File: config.mk
export PLATFORM = sky130hd
export DESIGN_NAME = oscillator_trim_calibrator
export DESIGN_NICKNAME = d
export VERILOG_FILES = /design/src/hw/rtl/otc_pkg.sv /design/src/hw/rtl/otc_step.sv /design/src/hw/rtl/oscillator_trim_calibrator.sv
export SDC_FILE = /design/constraint.sdc
export NUM_CORES = 1
export LEC_CHECK = 0
export ABC_AREA = 1
export BUFFER_PORTS_ARGS = -buffer_cell sky130_fd_sc_hd__buf_2
export CORE_MARGIN = 2
export CORE_UTILIZATION = 30
export DETAILED_ROUTE_END_ITERATION = 8
export SYNTH_ARGS = -nofsm -noshare
export SYNTH_HDL_FRONTEND = slang
export SYNTH_SLANG_ARGS = --single-unit
File: constraint.sdc
create_clock -name clk -period 10.3 [get_ports clk]
set_input_delay 1.545 -clock clk [delete_from_list [all_inputs] [get_ports clk]]
set_output_delay 1.545 -clock clk [all_outputs]
set_load 0.005 [all_outputs]
File: src/hw/rtl/otc_pkg.sv
`timescale 1ns / 1ps

package otc_pkg;

    // Fixed field widths of the channels and the register
    localparam int TRIM_FIELD_W = 8;
    localparam int MEAS_FIELD_W = 16;
    localparam int CFG_W        = 16;

    // Target frame length after reset
    localparam logic [CFG_W-1:0] TARGET_RESET = 16'd2356;

    // Number of neighbor trials: base-1, base, base+1
    localparam int NEIGH_TRIALS = 3;

    // Calibration phase
    typedef enum logic [1:0] {
        PH_IDLE   = 2'd0,
        PH_SEARCH = 2'd1,
        PH_NEIGH  = 2'd2
    } phase_t;

endpackage

File: src/hw/rtl/otc_step.sv
`timescale 1ns / 1ps

// Next-state and result logic for one accepted item
module otc_step #(
    parameter int TRIM_BITS    = 8,
    parameter int MEASURE_BITS = 16
) (
    input  otc_pkg::phase_t          phase,
    input  logic [TRIM_BITS-1:0]     search_step,
    input  logic [TRIM_BITS-1:0]     trial_base,
    input  logic [TRIM_BITS-1:0]     candidate,
    input  logic [TRIM_BITS-1:0]     best_trim,
    input  logic [MEASURE_BITS-1:0]  best_deviation,
    input  logic                     start,
    input  logic [MEASURE_BITS-1:0]  meas,
    input  logic [MEASURE_BITS-1:0]  target,
    output otc_pkg::phase_t          phase_next,
    output logic [TRIM_BITS-1:0]     search_step_next,
    output logic [TRIM_BITS-1:0]     trial_base_next,
    output logic [TRIM_BITS-1:0]     candidate_next,
    output logic [TRIM_BITS-1:0]     best_trim_next,
    output logic [MEASURE_BITS-1:0]  best_deviation_next,
    output logic [TRIM_BITS-1:0]     trim,
    output logic                     done
);

    localparam logic [TRIM_BITS-1:0] TRIM_MAX  = {TRIM_BITS{1'b1}};
    localparam logic [TRIM_BITS-1:0] STEP_TOP  = {1'b1, {(TRIM_BITS-1){1'b0}}};
    localparam logic [TRIM_BITS-1:0] NEIGH_END = TRIM_BITS'(otc_pkg::NEIGH_TRIALS);

    // base-1+k, clamped at both ends of the trim range
    function automatic logic [TRIM_BITS-1:0] neighbor(input logic [TRIM_BITS-1:0] b,
                                                      input logic [1:0] k);
        logic [TRIM_BITS-1:0] r;
        case (k)
            2'd0:    r = (b == '0) ? '0 : b - 1'b1;
            2'd1:    r = b;
            default: r = (b == TRIM_MAX) ? TRIM_MAX : b + 1'b1;
        endcase
        return r;
    endfunction

    logic [TRIM_BITS-1:0]    base_sum;
    logic [TRIM_BITS-1:0]    step_shift;
    logic [TRIM_BITS-1:0]    trial_count;
    logic [MEASURE_BITS-1:0] deviation;

    assign base_sum    = trial_base + search_step;
    assign step_shift  = search_step >> 1;
    assign trial_count = search_step + 1'b1;
    assign deviation   = (meas >= target) ? meas - target : target - meas;

    // Next state
    always_comb
    begin
        phase_next          = phase;
        search_step_next    = search_step;
        trial_base_next     = trial_base;
        candidate_next      = candidate;
        best_trim_next      = best_trim;
        best_deviation_next = best_deviation;
        if (start)
        begin
            phase_next       = otc_pkg::PH_SEARCH;
            search_step_next = STEP_TOP;
            trial_base_next  = '0;
        end
        else
        begin
            case (phase)
                otc_pkg::PH_SEARCH:
                begin
                    // keep the step bit when the clock ran slow
                    if (meas < target)
                        trial_base_next = base_sum;
                    search_step_next = step_shift;
                    if (step_shift == '0)
                    begin
                        best_trim_next      = trial_base_next;
                        best_deviation_next = meas;
                        phase_next          = otc_pkg::PH_NEIGH;
                        candidate_next      = neighbor(trial_base_next, 2'd0);
                    end
                end
                otc_pkg::PH_NEIGH:
                begin
                    if (deviation < best_deviation)
                    begin
                        best_deviation_next = deviation;
                        best_trim_next      = candidate;
                    end
                    if (trial_count >= NEIGH_END)
                    begin
                        search_step_next = '0;
                        phase_next       = otc_pkg::PH_IDLE;
                    end
                    else
                    begin
                        search_step_next = trial_count;
                        candidate_next   = neighbor(trial_base, trial_count[1:0]);
                    end
                end
                default:
                begin
                    phase_next = otc_pkg::PH_IDLE;
                end
            endcase
        end
    end

    // Result item
    always_comb
    begin
        trim = best_trim;
        done = 1'b0;
        if (start)
        begin
            trim = STEP_TOP;
        end
        else
        begin
            case (phase)
                otc_pkg::PH_SEARCH:
                begin
                    if (step_shift != '0)
                        trim = trial_base_next + step_shift;
                    else
                        trim = candidate_next;
                end
                otc_pkg::PH_NEIGH:
                begin
                    if (trial_count >= NEIGH_END)
                    begin
                        trim = best_trim_next;
                        done = 1'b1;
                    end
                    else
                    begin
                        trim = candidate_next;
                    end
                end
                default:
                begin
                    trim = best_trim;
                end
            endcase
        end
    end

endmodule

File: src/hw/rtl/oscillator_trim_calibrator.sv
`timescale 1ns / 1ps

// Oscillator trim calibrator. Each input item gives one result item in the cycle
// after it is accepted, and a new item is taken in every cycle: the state
// update and the result come from one short pass of compare and add logic
// into the state and result registers. The input stalls only while a result
// is held under out_stall; an edge at which the held result leaves also takes
// the next item, so the only throttle is a stalled result that cannot yet move.
// A start item begins a calibration
// whose results propose the trim to try next; after TRIM_BITS search items
// and three neighbor items the result carries done_res with the chosen trim.
// Items without start while idle return the last chosen trim. target_length
// is written through the cfg port, which is always ready.
module oscillator_trim_calibrator #(
    parameter int TRIM_BITS    = 8,
    parameter int MEASURE_BITS = 16
) (
    input  logic                              clk,
    input  logic                              rst_n,
    // input items
    input  logic                              in_valid,
    output logic                              in_stall,
    input  logic                              start_req,
    input  logic [otc_pkg::MEAS_FIELD_W-1:0]  measured_length,
    // result items
    output logic                              out_valid,
    input  logic                              out_stall,
    output logic [otc_pkg::TRIM_FIELD_W-1:0]  osc_trim,
    output logic                              done_res,
    // target_length register write
    input  logic                              cfg_valid,
    output logic                              cfg_ready,
    input  logic [otc_pkg::CFG_W-1:0]         cfg_data
);

    otc_pkg::phase_t          phase_reg, phase_next;
    logic [TRIM_BITS-1:0]     search_step_reg, search_step_next;
    logic [TRIM_BITS-1:0]     trial_base_reg, trial_base_next;
    logic [TRIM_BITS-1:0]     candidate_reg, candidate_next;
    logic [TRIM_BITS-1:0]     best_trim_reg, best_trim_next;
    logic [MEASURE_BITS-1:0]  best_deviation_reg, best_deviation_next;
    logic [otc_pkg::CFG_W-1:0] target_reg;

    logic                              out_valid_reg;
    logic [otc_pkg::TRIM_FIELD_W-1:0]  out_trim_reg;
    logic                              out_done_reg;

    logic                     accept;
    logic [TRIM_BITS-1:0]     trim;
    logic                     done;
    logic [MEASURE_BITS-1:0]  meas;
    logic [MEASURE_BITS-1:0]  target;

    // handshake: stall only while a result is held
    assign in_stall  = out_valid_reg && out_stall;
    assign accept    = in_valid && !in_stall;
    assign cfg_ready = 1'b1;

    assign meas   = MEASURE_BITS'(measured_length);
    assign target = MEASURE_BITS'(target_reg);

    otc_step #(
        .TRIM_BITS    (TRIM_BITS),
        .MEASURE_BITS (MEASURE_BITS)
    ) u_step (
        .phase               (phase_reg),
        .search_step         (search_step_reg),
        .trial_base          (trial_base_reg),
        .candidate           (candidate_reg),
        .best_trim           (best_trim_reg),
        .best_deviation      (best_deviation_reg),
        .start               (start_req),
        .meas                (meas),
        .target              (target),
        .phase_next          (phase_next),
        .search_step_next    (search_step_next),
        .trial_base_next     (trial_base_next),
        .candidate_next      (candidate_next),
        .best_trim_next      (best_trim_next),
        .best_deviation_next (best_deviation_next),
        .trim                (trim),
        .done                (done)
    );

    // config register
    always_ff @(posedge clk or negedge rst_n)
    begin
        if (!rst_n)
            target_reg <= otc_pkg::TARGET_RESET;
        else if (cfg_valid && cfg_ready)
            target_reg <= cfg_data;
    end

    // calibration state
    always_ff @(posedge clk or negedge rst_n)
    begin
        if (!rst_n)
        begin
            phase_reg          <= otc_pkg::PH_IDLE;
            search_step_reg    <= '0;
            trial_base_reg     <= '0;
            candidate_reg      <= '0;
            best_trim_reg      <= '0;
            best_deviation_reg <= '1;
        end
        else if (accept)
        begin
            phase_reg          <= phase_next;
            search_step_reg    <= search_step_next;
            trial_base_reg     <= trial_base_next;
            candidate_reg      <= candidate_next;
            best_trim_reg      <= best_trim_next;
            best_deviation_reg <= best_deviation_next;
        end
    end

    // result valid
    always_ff @(posedge clk or negedge rst_n)
    begin
        if (!rst_n)
            out_valid_reg <= 1'b0;
        else if (accept)
            out_valid_reg <= 1'b1;
        else if (!out_stall)
            out_valid_reg <= 1'b0;
    end

    // result payload
    always_ff @(posedge clk)
    begin
        if (accept)
        begin
            out_trim_reg <= otc_pkg::TRIM_FIELD_W'(trim);
            out_done_reg <= done;
        end
    end

    assign out_valid = out_valid_reg;
    assign osc_trim  = out_trim_reg;
    assign done_res  = out_done_reg;

endmodule

* Word level (Yosys, flattened, before mapping)
Index checks and enable logic that the tools add are counted.
Widths: inputs -> output; s select.
** Storage, ports and cells
- Flip-flop bits (word level) :: 76
- Input bits :: 38
- Output and inout bits :: 12
- Logic and storage cells :: 81
** Operators by class
- Add/subtract/negate cells :: 8
- Magnitude comparators :: 4
- Equality and inequality tests :: 9
- Muxes and demuxes :: 34
- Bitwise logic cells :: 2
- Reduce and logical (&&, ||, !) cells :: 14
** Operators by type and width (count)
- $mux 8 :: 18
- $pmux 8 s2 :: 5
- $mux 16 :: 3
- $lt 16x16->1 :: 2
- $pmux 16 s2 :: 1
- $sub 16x16->16 :: 2
- $logic_not 8->1 :: 3
- $add 8x1->8 const B :: 2
- $ge 16x16->1 :: 1
- $sub 8x1->8 const B :: 2
- $add 8x7->8 :: 1
- $add 8x8->8 :: 1
- $eq 8x8->1 const B :: 1
- $ge 8x2->1 const B :: 1
- $reduce_bool 8->1 :: 1
- $mux 2 :: 3
- $ne 2x1->1 const B :: 3
- $ne 3x2->1 const B :: 2
- $reduce_and 5->1 :: 1
- $eq 2x1->1 const B :: 2
- $pmux 2 s2 :: 1
- $mux 1 :: 3
- $reduce_and 3->1 :: 1
- $reduce_bool 3->1 :: 1
- other kinds (8) :: 10

* Depth between registers and ports, before layout
Gate-level depths: netlist of run 1.
- Depth in word-level cells :: 11
- Depth in mapped cells :: 32

* Cells and area by module
From an unflattened synthesis of run 1, not the netlist that was laid out.
** Second synthesis, totals
- Cell total of the unflattened synthesis :: 1290
- Area, all modules :: 8319.2 um^2
** Modules (own cells, without submodules)
- otc_step :: times used 1, cells an instance 990, area an instance 5370.2 um^2, sequential area each 0.0 um^2
- oscillator_trim_calibrator :: times used 1, cells an instance 300, area an instance 2949.1 um^2, sequential area each 1973.1 um^2

* Least setup slack after synthesis of run 1
OpenSTA, ideal clock, no wires.
- Path kind :: in2reg
- Start :: input measured_length[0] (netlist name)
- End :: register out_trim_reg (netlist bit osc_trim[1]) (data pin)
- Setup time :: 259 ps
- Data arrival time :: 4993 ps
- Required time :: 10041 ps
- Slack :: 5048 ps
- Cell stages on the path :: 30
- Path buffers :: 2
- Path through :: inv_1 > ha_1 > inv_1 > fa_1 > nand3_1 > nand3_1 > nand2_1 > nand2_2 > nand2_4 > nand2_8 > inv_4 > nand2_4 > buf_4 > o21ai_1 > xor2_1 > inv_1 > ha_1 > nand2_1 > o21a_1 > o211ai_1 > nand2_1 > nand2_1 > clkbuf_1 > a21oi_1 > o21ai_0 > nand3_1 > nand3_1 > nand3_1 > inv_1 > a21oi_1
** On the way
- Cells in the longest elaborated chain, start to end :: 11
** Ends and longest elaborated chain
- start, declared :: RTL line oscillator_trim_calibrator.sv:24 : input logic [otc_pkg::MEAS_FIELD_W-1:0] measured_length,
- $lt 16x16->1 :: RTL line otc_step.sv:74 : if (meas < target)
- $mux 8 :: RTL line otc_step.sv:74
- $mux 8 :: RTL line otc_step.sv:70 : case (phase)
- $mux 8 :: RTL line otc_step.sv:62 : if (start)
- $sub 8x1->8 / $logic_not 8->1 (equally long branches) :: RTL line otc_step.sv:36 : 2'd0: r = (b == '0) ? '0 : b - 1'b1;
- $mux 8 :: RTL line otc_step.sv:36
- $mux 8 :: RTL line otc_step.sv:77 : if (step_shift == '0)
- $pmux 8 s2 :: RTL line otc_step.sv:70
- $mux 8 :: RTL line otc_step.sv:62
- $mux 8, on equally long branches :: RTL line otc_step.sv:132, otc_step.sv:125
- $pmux 8 s2 * :: RTL line otc_step.sv:122 : case (phase)
- end signal, assigned :: RTL line oscillator_trim_calibrator.sv:133 : out_trim_reg <= otc_pkg::TRIM_FIELD_W'(trim);
- end, declared :: RTL line oscillator_trim_calibrator.sv:45 : logic [otc_pkg::TRIM_FIELD_W-1:0] out_trim_reg;
Mark *: on every way between the ends. The rest lies on a longest branch, timed or not. The select of a mux whose other input is x is not followed.
A chain may end at the register's enable or synchronous reset.

* Worst setup path in the final report of run 1
- Start :: input measured_length[0] (netlist name)
- End :: register out_trim_reg (netlist bit osc_trim[2]) (data pin)
The elaborated chain is that of the path after synthesis.

==> flow_metrics.py, run 1 <==
metrics = {
    "sta": {
        "clock_skew_ps": 8.45,
        "worstMarginPinSlew_ps": 958,
        "fmax_mhz": 178,
        "rsz0062_at_grt": "false",
        "fin_ws_ps": 4680,
        "hold_viol": 0,
        "setup_viol": 0,
        "worst_hold_slack_ps": 487,
        "fin_crit_sh_pct": 54.5,
        "maxSlewViolCount": 0,
        "setup_tns_ps": 0,
        "slew_headroom_pct": 36.2,
        "period_needed_ps": 5620,
    },
    "placed_design": {
        "place_area_um2": 8110,
        "port_buffers": 48,
        "place.gp.congestion": 0.906,
        "hpwlAfterDp_mm": 16.7,
        "dpl.cell_count": 1451,
        "dp_worst_setup_slack_ps": 4330,
    },
    "yosys": {
        "syn_inst": 1097,
        "synth.distinct_cells": 59,
        "avgSynthCellArea_um2": 6.88,
        "ys_ff_latch": 76,
        "synth_area_leaders": "dfrtp_1 (15%), nand2_1 (13%), ha_1 (11%), inv_1 (8.8%), dfstp_2 (7.3%)",
        "synth_edf_count": 9,
        "synth_area_leader_cell": "dfrtp_1",
        "yosysSeqAreaShare_pct": 26.1,
        "netlist_area_um2": 7550,
        "synthArstFlopShare_pct": 88.2,
        "ys.flop_type": "dfrtp_1",
        "syn-num-nets": 1208,
        "synth_top_area_share_pct": 15.3,
        "yosys_warnings": 0,
    },
    "hold_path": {
        "min_path_type": "flip-flop to flip-flop",
    },
    "power": {
        "p_leak_nw": 4.20,
        "ir_drop_uv": 95.1,
        "power_mw": 1.71,
        "p_per_area_nw_per_um2": 204,
    },
    "worst_setup_path": {
        "max_stage_delay_ps": 400,
        "path_delay_family": "simple AND/OR/NAND/NOR gates",
        "r2r_slack_ps": 5640,
        "cp_data_arrival_time_ps": 5810,
        "crit_slowest_cell": "fa_1",
        "cp-end-kind": "flip-flop",
        "critPathKind": "primary input to flip-flop",
        "required_ps": 10500,
        "critPathMaxFanout": 18,
        "critPathLaunchType": "primary input",
        "worst-path-buf-inv": 7,
    },
    "layout": {
        "diodes": 0,
        "fin_util_pct": 33.6,
        "drive_gt1_share_pct": 12.8,
        "fin_cells": 1467,
        "fin_area_um2": 8400,
        "area_growth_syn_to_layout_pct": 11.3,
        "layout.nets": 1243,
    },
    "grt": {
        "antenna_found_initial": 0,
        "grt_first_pass_wirelength_mm": 36.5,
        "grt_pass1_vias": 7297,
        "grt_start_max_net_pins": 68,
        "grt.overflow.total": 0,
        "gr-usage-all-layers_pct": 17.2,
    },
    "clock_network": {
        "cts_tree": "built",
        "post_cts_resized": 0,
        "cts_buffers": 9,
        "cts_hold_buf": 0,
        "cts.sinks": 76,
        "clk_pin_slew_ps": 60,
        "clk_latency_ps": 350,
        "root_buffer": "clkbuf_16",
        "post_cts_buffers": 0,
        "htree_num_levels": 3,
        "cts_max_path_buffers": 2,
    },
    "floorplanning": {
        "dieArea_um2": 26400,
        "start_util_pct": 30.2,
        "coreArea_um2": 25000,
        "die_h_um": 163,
        "num_rows": 58,
        "die_w_um": 163,
        "ioPinCount": 50,
    },
    "routing": {
        "vias": 7422,
        "dr.pass1.iters": 5,
        "antenna_left": 0,
        "vias_per_cell": 5.06,
        "drt_iter0_markers": 638,
        "routed_wirelength_mm": 21.9,
        "drcViolationCount": 0,
        "wl_per_cell_um": 14.9,
    },
    "flow_run": {
        "drv_cap": 0,
    },
    "status": {
        "status": "finished, final reports clean",
    },
}
-- worst min-delay path: stages (launching register included) --
cell and delay [ps]:
dfrtp_1 330, nand2_1 70, nand2_1 50
-- metal layers --
| metal | global-route usage (%) | share of wire, % | vias up |
|---|---|---|---|
| met5 | 0 | 0 | - |
| met4 | 5.19 | 2.4 | 0 |
| met3 | 3.49 | 6.4 | 44 |
| met2 | 28.5 | 45 | 261 |
| met1 | 22.5 | 46 | 3433 |
| li1 | - | - | 3684 |
-- report_power, final --
part	internal (mW)	leakage, nW	switching [mW]	total, mW
Sequential	0.408	0.898	0.0556	0.463
Combinational	0.309	3.16	0.622	0.931
Clock	0.184	0.144	0.132	0.316
-- cell families after synthesis --
logic type               share of synthesized area [%]
XOR/XNOR                                          3.95
adder cells (fa/ha/maj)                           12.5
multiplexers                                     0.398
flip-flops                                        26.1
AO/OA/AOI/OAI                                     19.7
other                                           0.0497
buffers and inverters                             11.0
AND/OR/NAND/NOR                                   26.3
-- final cells by class --
cell class | instances | area, µm²
clock buffer | 9 | 225
clock inverter | 7 | 57.6
fill | 2757 | 16600
inverter | 184 | 693
multi-input combinational | 808 | 4750
sequential | 76 | 1970
tap | 330 | 413
timing repair buffer | 53 | 280
-- synthesized netlist by cell type (all sizes together) (3+ instances only) --
library cell / count
xnor2: 4
dfrtp: 46
nor2: 55
o21ai: 115
clkbuf: 22
inv: 183
fa: 4
a21oi: 69
nand2: 283
mux2i: 3
nand3: 73
xor2: 30
o21bai: 6
o22ai: 21
o221ai: 4
nor3: 12
edfxtp: 9
o2111ai: 5
buf: 7
a31oi: 6
o211ai: 13
ha: 69
nand4: 12
nand3b: 7
dfstp: 21
-- worst paths after layout --
kind | from | to | depth (start not counted)
setup / recovery | measured_length[0] | osc_trim[2]$_SDFFCE_PP0P_ | 30
hold / removal | out_valid$_DFFE_PN0P_ | out_valid$_DFFE_PN0P_ | 2
setup reg to reg | target[11]$_DFFE_PN1P_ | osc_trim[2]$_SDFFCE_PP0P_ | 24
hold reg to reg | out_valid$_DFFE_PN0P_ | out_valid$_DFFE_PN0P_ | 2
max in group asynchronous | rst_n | target[1]$_DFFE_PN0P_ | 1
min in group asynchronous | rst_n | candidate_reg[2]$_DFFE_PN0P_ | 1
-- placed cells by master, fill, tap and decap left out, drive strengths merged, types with 30 or more instances in the layout --
| cell | instances |
|---|---|
| nand2 | 283 |
| inv | 183 |
| o21ai | 115 |
| nand3 | 73 |
| ha | 69 |
| a21oi | 69 |
| nor2 | 55 |
| buf | 53 |
| dfrtp | 46 |
| xor2 | 30 |
No activity file was read; power rests on OpenSTA's default activity.
==> run 2, diff against run 1 <==
==> constraint.sdc (replaced) <==
create_clock -name clk -period 5.2 [get_ports clk]
set_input_delay 0.78 -clock clk [delete_from_list [all_inputs] [get_ports clk]]
set_output_delay 0.78 -clock clk [all_outputs]
set_load 0.005 [all_outputs]
==> flow_metrics.py, run 2 (synthesis results as in run 1) <==
metrics = {
    "layout": {
        "fin_util_pct": 33.8,
        "drive_gt1_share_pct": 13.0,
        "layout.nets": 1244,
        "fill_cells": 2753,
        "diodes": 0,
        "layout_common_cells": "nand2_1 (254), inv_1 (176), o21ai_0 (105), nand3_1 (71), ha_1 (69)",
        "area_growth_syn_to_layout_pct": 11.8,
        "layout_commonest_cell": "nand2_1",
    },
    "sta": {
        "slew_headroom_pct": 38.2,
        "fin_ws_ps": 520,
        "worstMarginPinSlew_ps": 927,
        "worst_hold_slack_ps": 478,
        "clock_skew_ps": 9.11,
        "setup_viol": 0,
        "rsz0062_at_grt": "false",
        "hold_viol": 0,
        "maxSlewViolCount": 0,
        "setup_tns_ps": 0,
        "period_needed_ps": 4680,
        "fmax_mhz": 214,
        "fin_crit_sh_pct": 90.0,
    },
    "worst_setup_path": {
        "worst-path-buf-inv": 8,
        "cp_common_cell": "nand3_1",
        "max_stage_delay_ps": 410,
        "critPathMaxFanout": 18,
        "crit_slowest_cell": "fa_1",
        "cp-end-kind": "flip-flop",
        "critPathLaunchType": "primary input",
        "critPathKind": "primary input to flip-flop",
        "cp_data_arrival_time_ps": 4800,
        "required_ps": 5320,
        "path_delay_family": "simple AND/OR/NAND/NOR gates",
    },
    "routing": {
        "drt_iter0_markers": 563,
        "wl_per_cell_um": 15.2,
        "antenna_left": 0,
        "vias_per_cell": 5.08,
        "drcViolationCount": 0,
        "routed_wirelength_mm": 22.3,
        "dr.pass1.iters": 5,
        "vias": 7464,
    },
    "grt": {
        "gr-usage-all-layers_pct": 17.3,
        "grt_first_pass_wirelength_mm": 36.7,
        "grt_pass1_vias": 7167,
        "grt_start_max_net_pins": 68,
        "antenna_found_initial": 0,
        "grt.overflow.total": 0,
    },
    "clock_network": {
        "htree_num_levels": 3,
        "cts_hold_buf": 0,
        "cts.sinks": 76,
        "root_buffer": "clkbuf_16",
        "clk_latency_ps": 360,
        "cts_max_path_buffers": 2,
        "clk_pin_slew_ps": 70,
        "post_cts_buffers": 0,
        "cts_tree": "built",
        "cts_buffers": 9,
        "post_cts_resized": 0,
    },
    "placed_design": {
        "hpwlAfterDp_mm": 16.8,
        "place.gp.congestion": 0.930,
        "dp_worst_setup_slack_ps": 18.1,
        "port_buffers": 48,
    },
    "floorplanning": {
        "die_h_um": 163,
        "die_w_um": 163,
        "coreArea_um2": 25000,
        "dieArea_um2": 26400,
        "ioPinCount": 50,
        "start_util_pct": 30.2,
        "num_rows": 58,
    },
    "power": {
        "p_per_area_nw_per_um2": 410,
        "ir_drop_uv": 228,
        "p_leak_nw": 4.21,
    },
    "hold_path": {
        "min_path_type": "flip-flop to flip-flop",
    },
    "flow_run": {
        "drv_cap": 0,
    },
    "status": {
        "status": "finished, final reports clean",
    },
}
run 2: worst min-delay path: cells and delay by family, from the launching register on:
kind | cells | cell delay [ps]
and+or+nand+nor | 2 | 110
DFF | 1 | 340
run 2: layout make-up:
cell class / count / area [µm²] / area share, %
tap: 330 / 413 / 4.90
multi-input combinational: 808 / 4760 / 56.4
clock buffer: 11 / 233 / 2.76
timing repair buffer: 54 / 288 / 3.41
inverter: 184 / 693 / 8.22
sequential: 76 / 1970 / 23.4
clock inverter: 5 / 77.6 / 0.920
run 2: path summary, 6_finish.rpt:
| path | slack (ps) | cells after the start | end | start |
|---|---|---|---|---|
| min in group asynchronous | 560 | 1 | search_step_reg[3]$_DFFE_PN0P_ | rst_n |
| worst max register to register | 720 | 25 | osc_trim[4]$_SDFFCE_PP0P_ | target[11]$_DFFE_PN1P_ |
| worst min-delay path | 480 | 2 | out_valid$_DFFE_PN0P_ | out_valid$_DFFE_PN0P_ |
| worst max-delay path | 520 | 31 | osc_trim[4]$_SDFFCE_PP0P_ | measured_length[0] |
| worst min register to register | 480 | 2 | out_valid$_DFFE_PN0P_ | out_valid$_DFFE_PN0P_ |
| max in group asynchronous | 4040 | 1 | best_trim_reg[7]$_DFFE_PN0P_ | rst_n |
run 2: layer usage:
metal / vias up / global-route usage [%] / share of wire (%)
li1: 3702 / - / -
met1: 3467 / 23.1 / 46
met2: 259 / 29.0 / 46
met3: 36 / 2.93 / 5.8
met4: 0 / 4.67 / 1.9
met5: - / 0 / 0
run 2: power breakdown:
part / total, mW / switching (mW) / internal, mW
Combinational: 1.85 / 1.24 / 0.614
Clock: 0.688 / 0.269 / 0.419
Sequential: 0.917 / 0.109 / 0.808
Total: 3.46 / 1.62 / 1.84
run 2: metrics by stage:
stage	instance area, µm²	total power, mW	instances
floorplan	7550	2.25	1097
global placement	8120	2.73	1452
detailed placement	8120	2.74	1452
CTS	8430	3.45	1468
global route	8430	3.76	1468
finish	8430	3.46	1468
==> run 3, diff against run 2 <==
==> constraint.sdc (replaced) <==
create_clock -name clk -period 4.27 [get_ports clk]
set_input_delay 0.6405 -clock clk [delete_from_list [all_inputs] [get_ports clk]]
set_output_delay 0.6405 -clock clk [all_outputs]
set_load 0.005 [all_outputs]
==> flow_metrics.py, run 3 (synthesis results as in run 1) <==
metrics = {
    "status": {
        "status": "finished, final reports clean",
    },
    "sta": {
        "clock_skew_ps": 5.70,
        "fmax_mhz": 242,
        "worstMarginPinSlew_ps": 929,
        "hold_viol": 0,
        "period_needed_ps": 4130,
        "setup_viol": 0,
        "fin_crit_sh_pct": 96.6,
        "rsz0062_at_grt": "true",
        "maxSlewViolCount": 0,
        "slew_headroom_pct": 38.0,
    },
    "placed_design": {
        "dpl.cell_count": 1556,
        "place.gp.congestion": 0.917,
        "place_area_um2": 8910,
        "port_buffers": 48,
        "hpwlAfterDp_mm": 17.4,
    },
    "clock_network": {
        "cts.sinks": 76,
        "cts_max_path_buffers": 2,
        "cts_tree": "built",
        "htree_num_levels": 3,
        "cts_buffers": 9,
        "clk_pin_slew_ps": 60,
        "root_buffer": "clkbuf_16",
        "clk_latency_ps": 350,
    },
    "grt": {
        "grt_pass1_vias": 7397,
        "grt_start_max_net_pins": 68,
        "gr-usage-all-layers_pct": 17.4,
        "grt_first_pass_wirelength_mm": 36.9,
        "grt.overflow.total": 0,
        "antenna_found_initial": 0,
    },
    "layout": {
        "layout_common_cells": "nand2_1 (249), inv_1 (173), buf_4 (113), o21ai_0 (98), nand3_1 (68)",
        "fin_cells": 1579,
        "drive_gt1_share_pct": 23.2,
        "layout.nets": 1355,
        "area_growth_syn_to_layout_pct": 25.6,
        "fill_cells": 2672,
        "diodes": 0,
        "layout_commonest_cell": "nand2_1",
        "fin_area_um2": 9480,
    },
    "floorplanning": {
        "die_h_um": 163,
        "num_rows": 58,
        "coreArea_um2": 25000,
        "dieArea_um2": 26400,
        "ioPinCount": 50,
        "start_util_pct": 30.2,
        "die_w_um": 163,
    },
    "routing": {
        "antenna_left": 0,
        "wl_per_cell_um": 14.6,
        "vias_per_cell": 4.92,
        "dr.pass1.iters": 5,
        "drcViolationCount": 0,
        "vias": 7776,
        "routed_wirelength_mm": 23.1,
        "drt_iter0_markers": 498,
    },
    "worst_setup_path": {
        "cp_data_arrival_time_ps": 4240,
        "required_ps": 4380,
        "cp-end-kind": "flip-flop",
        "critPathLaunchType": "primary input",
        "startpoint": "measured_length[0]",
        "critPathMaxFanout": 7,
        "rr_startpoint": "target[0]$_DFFE_PN0P_",
        "max_stage_delay_ps": 390,
        "critPathKind": "primary input to flip-flop",
        "crit_slowest_cell": "fa_2",
    },
    "power": {
        "ir_drop_uv": 197,
        "p_leak_nw": 4.75,
        "p_per_area_nw_per_um2": 481,
    },
    "flow_run": {
        "drv_cap": 0,
    },
    "hold_path": {
        "min_path_type": "primary input to asynchronous set/reset pin",
    },
}
==> run 3: cell count changes in the layout (fill, tap and decap cells not counted), moves of 5 or more <==
cell     delta
a21oi_1     -9
a21oi_2     +9
buf_4     +106
o21ai_1     +7
o21ai_0     -7
ha_1        -7
ha_4        +7
nand2_1     -5
==> run 3: layout make-up <==
| cell class | instances | area, µm² | share of cell area, % |
|---|---|---|---|
| Inverter | 184 | 703 | 7.42 |
| Clock buffer | 11 | 233 | 2.45 |
| Sequential cell | 76 | 1970 | 20.8 |
| Clock inverter | 5 | 28.8 | 0.304 |
| Multi-Input combinational cell | 809 | 4970 | 52.4 |
| Timing Repair Buffer | 164 | 1160 | 12.2 |
| Tap cell | 330 | 413 | 4.36 |
==> run 3: per-stage QoR <==
step           setup WS [ps]  TNS [ps]  util, %  hold slack, ps  total power, mW
3_5_place_dp            -239     -1530     35.7             474             3.59
6_report                 144         0     38.0             388             4.56
5_1_grt                 -156      -566     38.0             504             4.92
3_3_place_gp            -125      -592     35.7             472             3.55
2_1_floorplan           11.9         0        -             345             2.75
4_1_cts                  117         0     36.8             467             4.32
==> run 3: critical path: cells and delay by family <==
family,cells,cell delay (ps)
xor gates and xnor gates,1,160
AOI/OAI and AO/OA,4,650
adders and majority gates,3,830
buffers and inverters,9,730
muxes,1,180
and+or+nand+nor,13,1030
==> run 3: metal layers <==
metal	share of wire, %	GRT usage (%)	up-vias
li1	-	-	3908
met5	0	0	-
met2	46	29.3	247
met4	1.7	4.79	0
met3	6.5	3.03	34
met1	45	22.9	3587
==> run 3: path summary, 6_finish.rpt <==
| kind | slack, ps | depth (start not counted) | endpoint |
|---|---|---|---|
| hold / removal | 390 | 1 | trial_base_reg[2]$_DFFE_PN0P_ |
| setup / recovery | 140 | 31 | osc_trim[4]$_SDFFCE_PP0P_ |
| setup reg to reg | 160 | 29 | osc_trim[4]$_SDFFCE_PP0P_ |
| hold reg to reg | 480 | 2 | out_valid$_DFFE_PN0P_ |
| min in group clk | 480 | 2 | out_valid$_DFFE_PN0P_ |
| max in group asynchronous | 3240 | 1 | trial_base_reg[0]$_DFFE_PN0P_ |
==> run 3: timing repair <==
action / 4_1_cts / 5_1_grt
buffers inserted: 0 / 5
endpoints found under the setup margin: 0 / 26
hold endpoints to repair: 0 / 0
resized for setup: 0 / 55
hold buffers: 0 / 0
==> run 3: power by group <==
| part | internal, mW | switching [mW] | total [mW] | leakage [nW] |
|---|---|---|---|---|
| Sequential | 0.984 | 0.136 | 1.12 | 0.898 |
| Clock | 0.390 | 0.323 | 0.713 | 0.123 |
| Combinational | 1.08 | 1.64 | 2.72 | 3.73 |
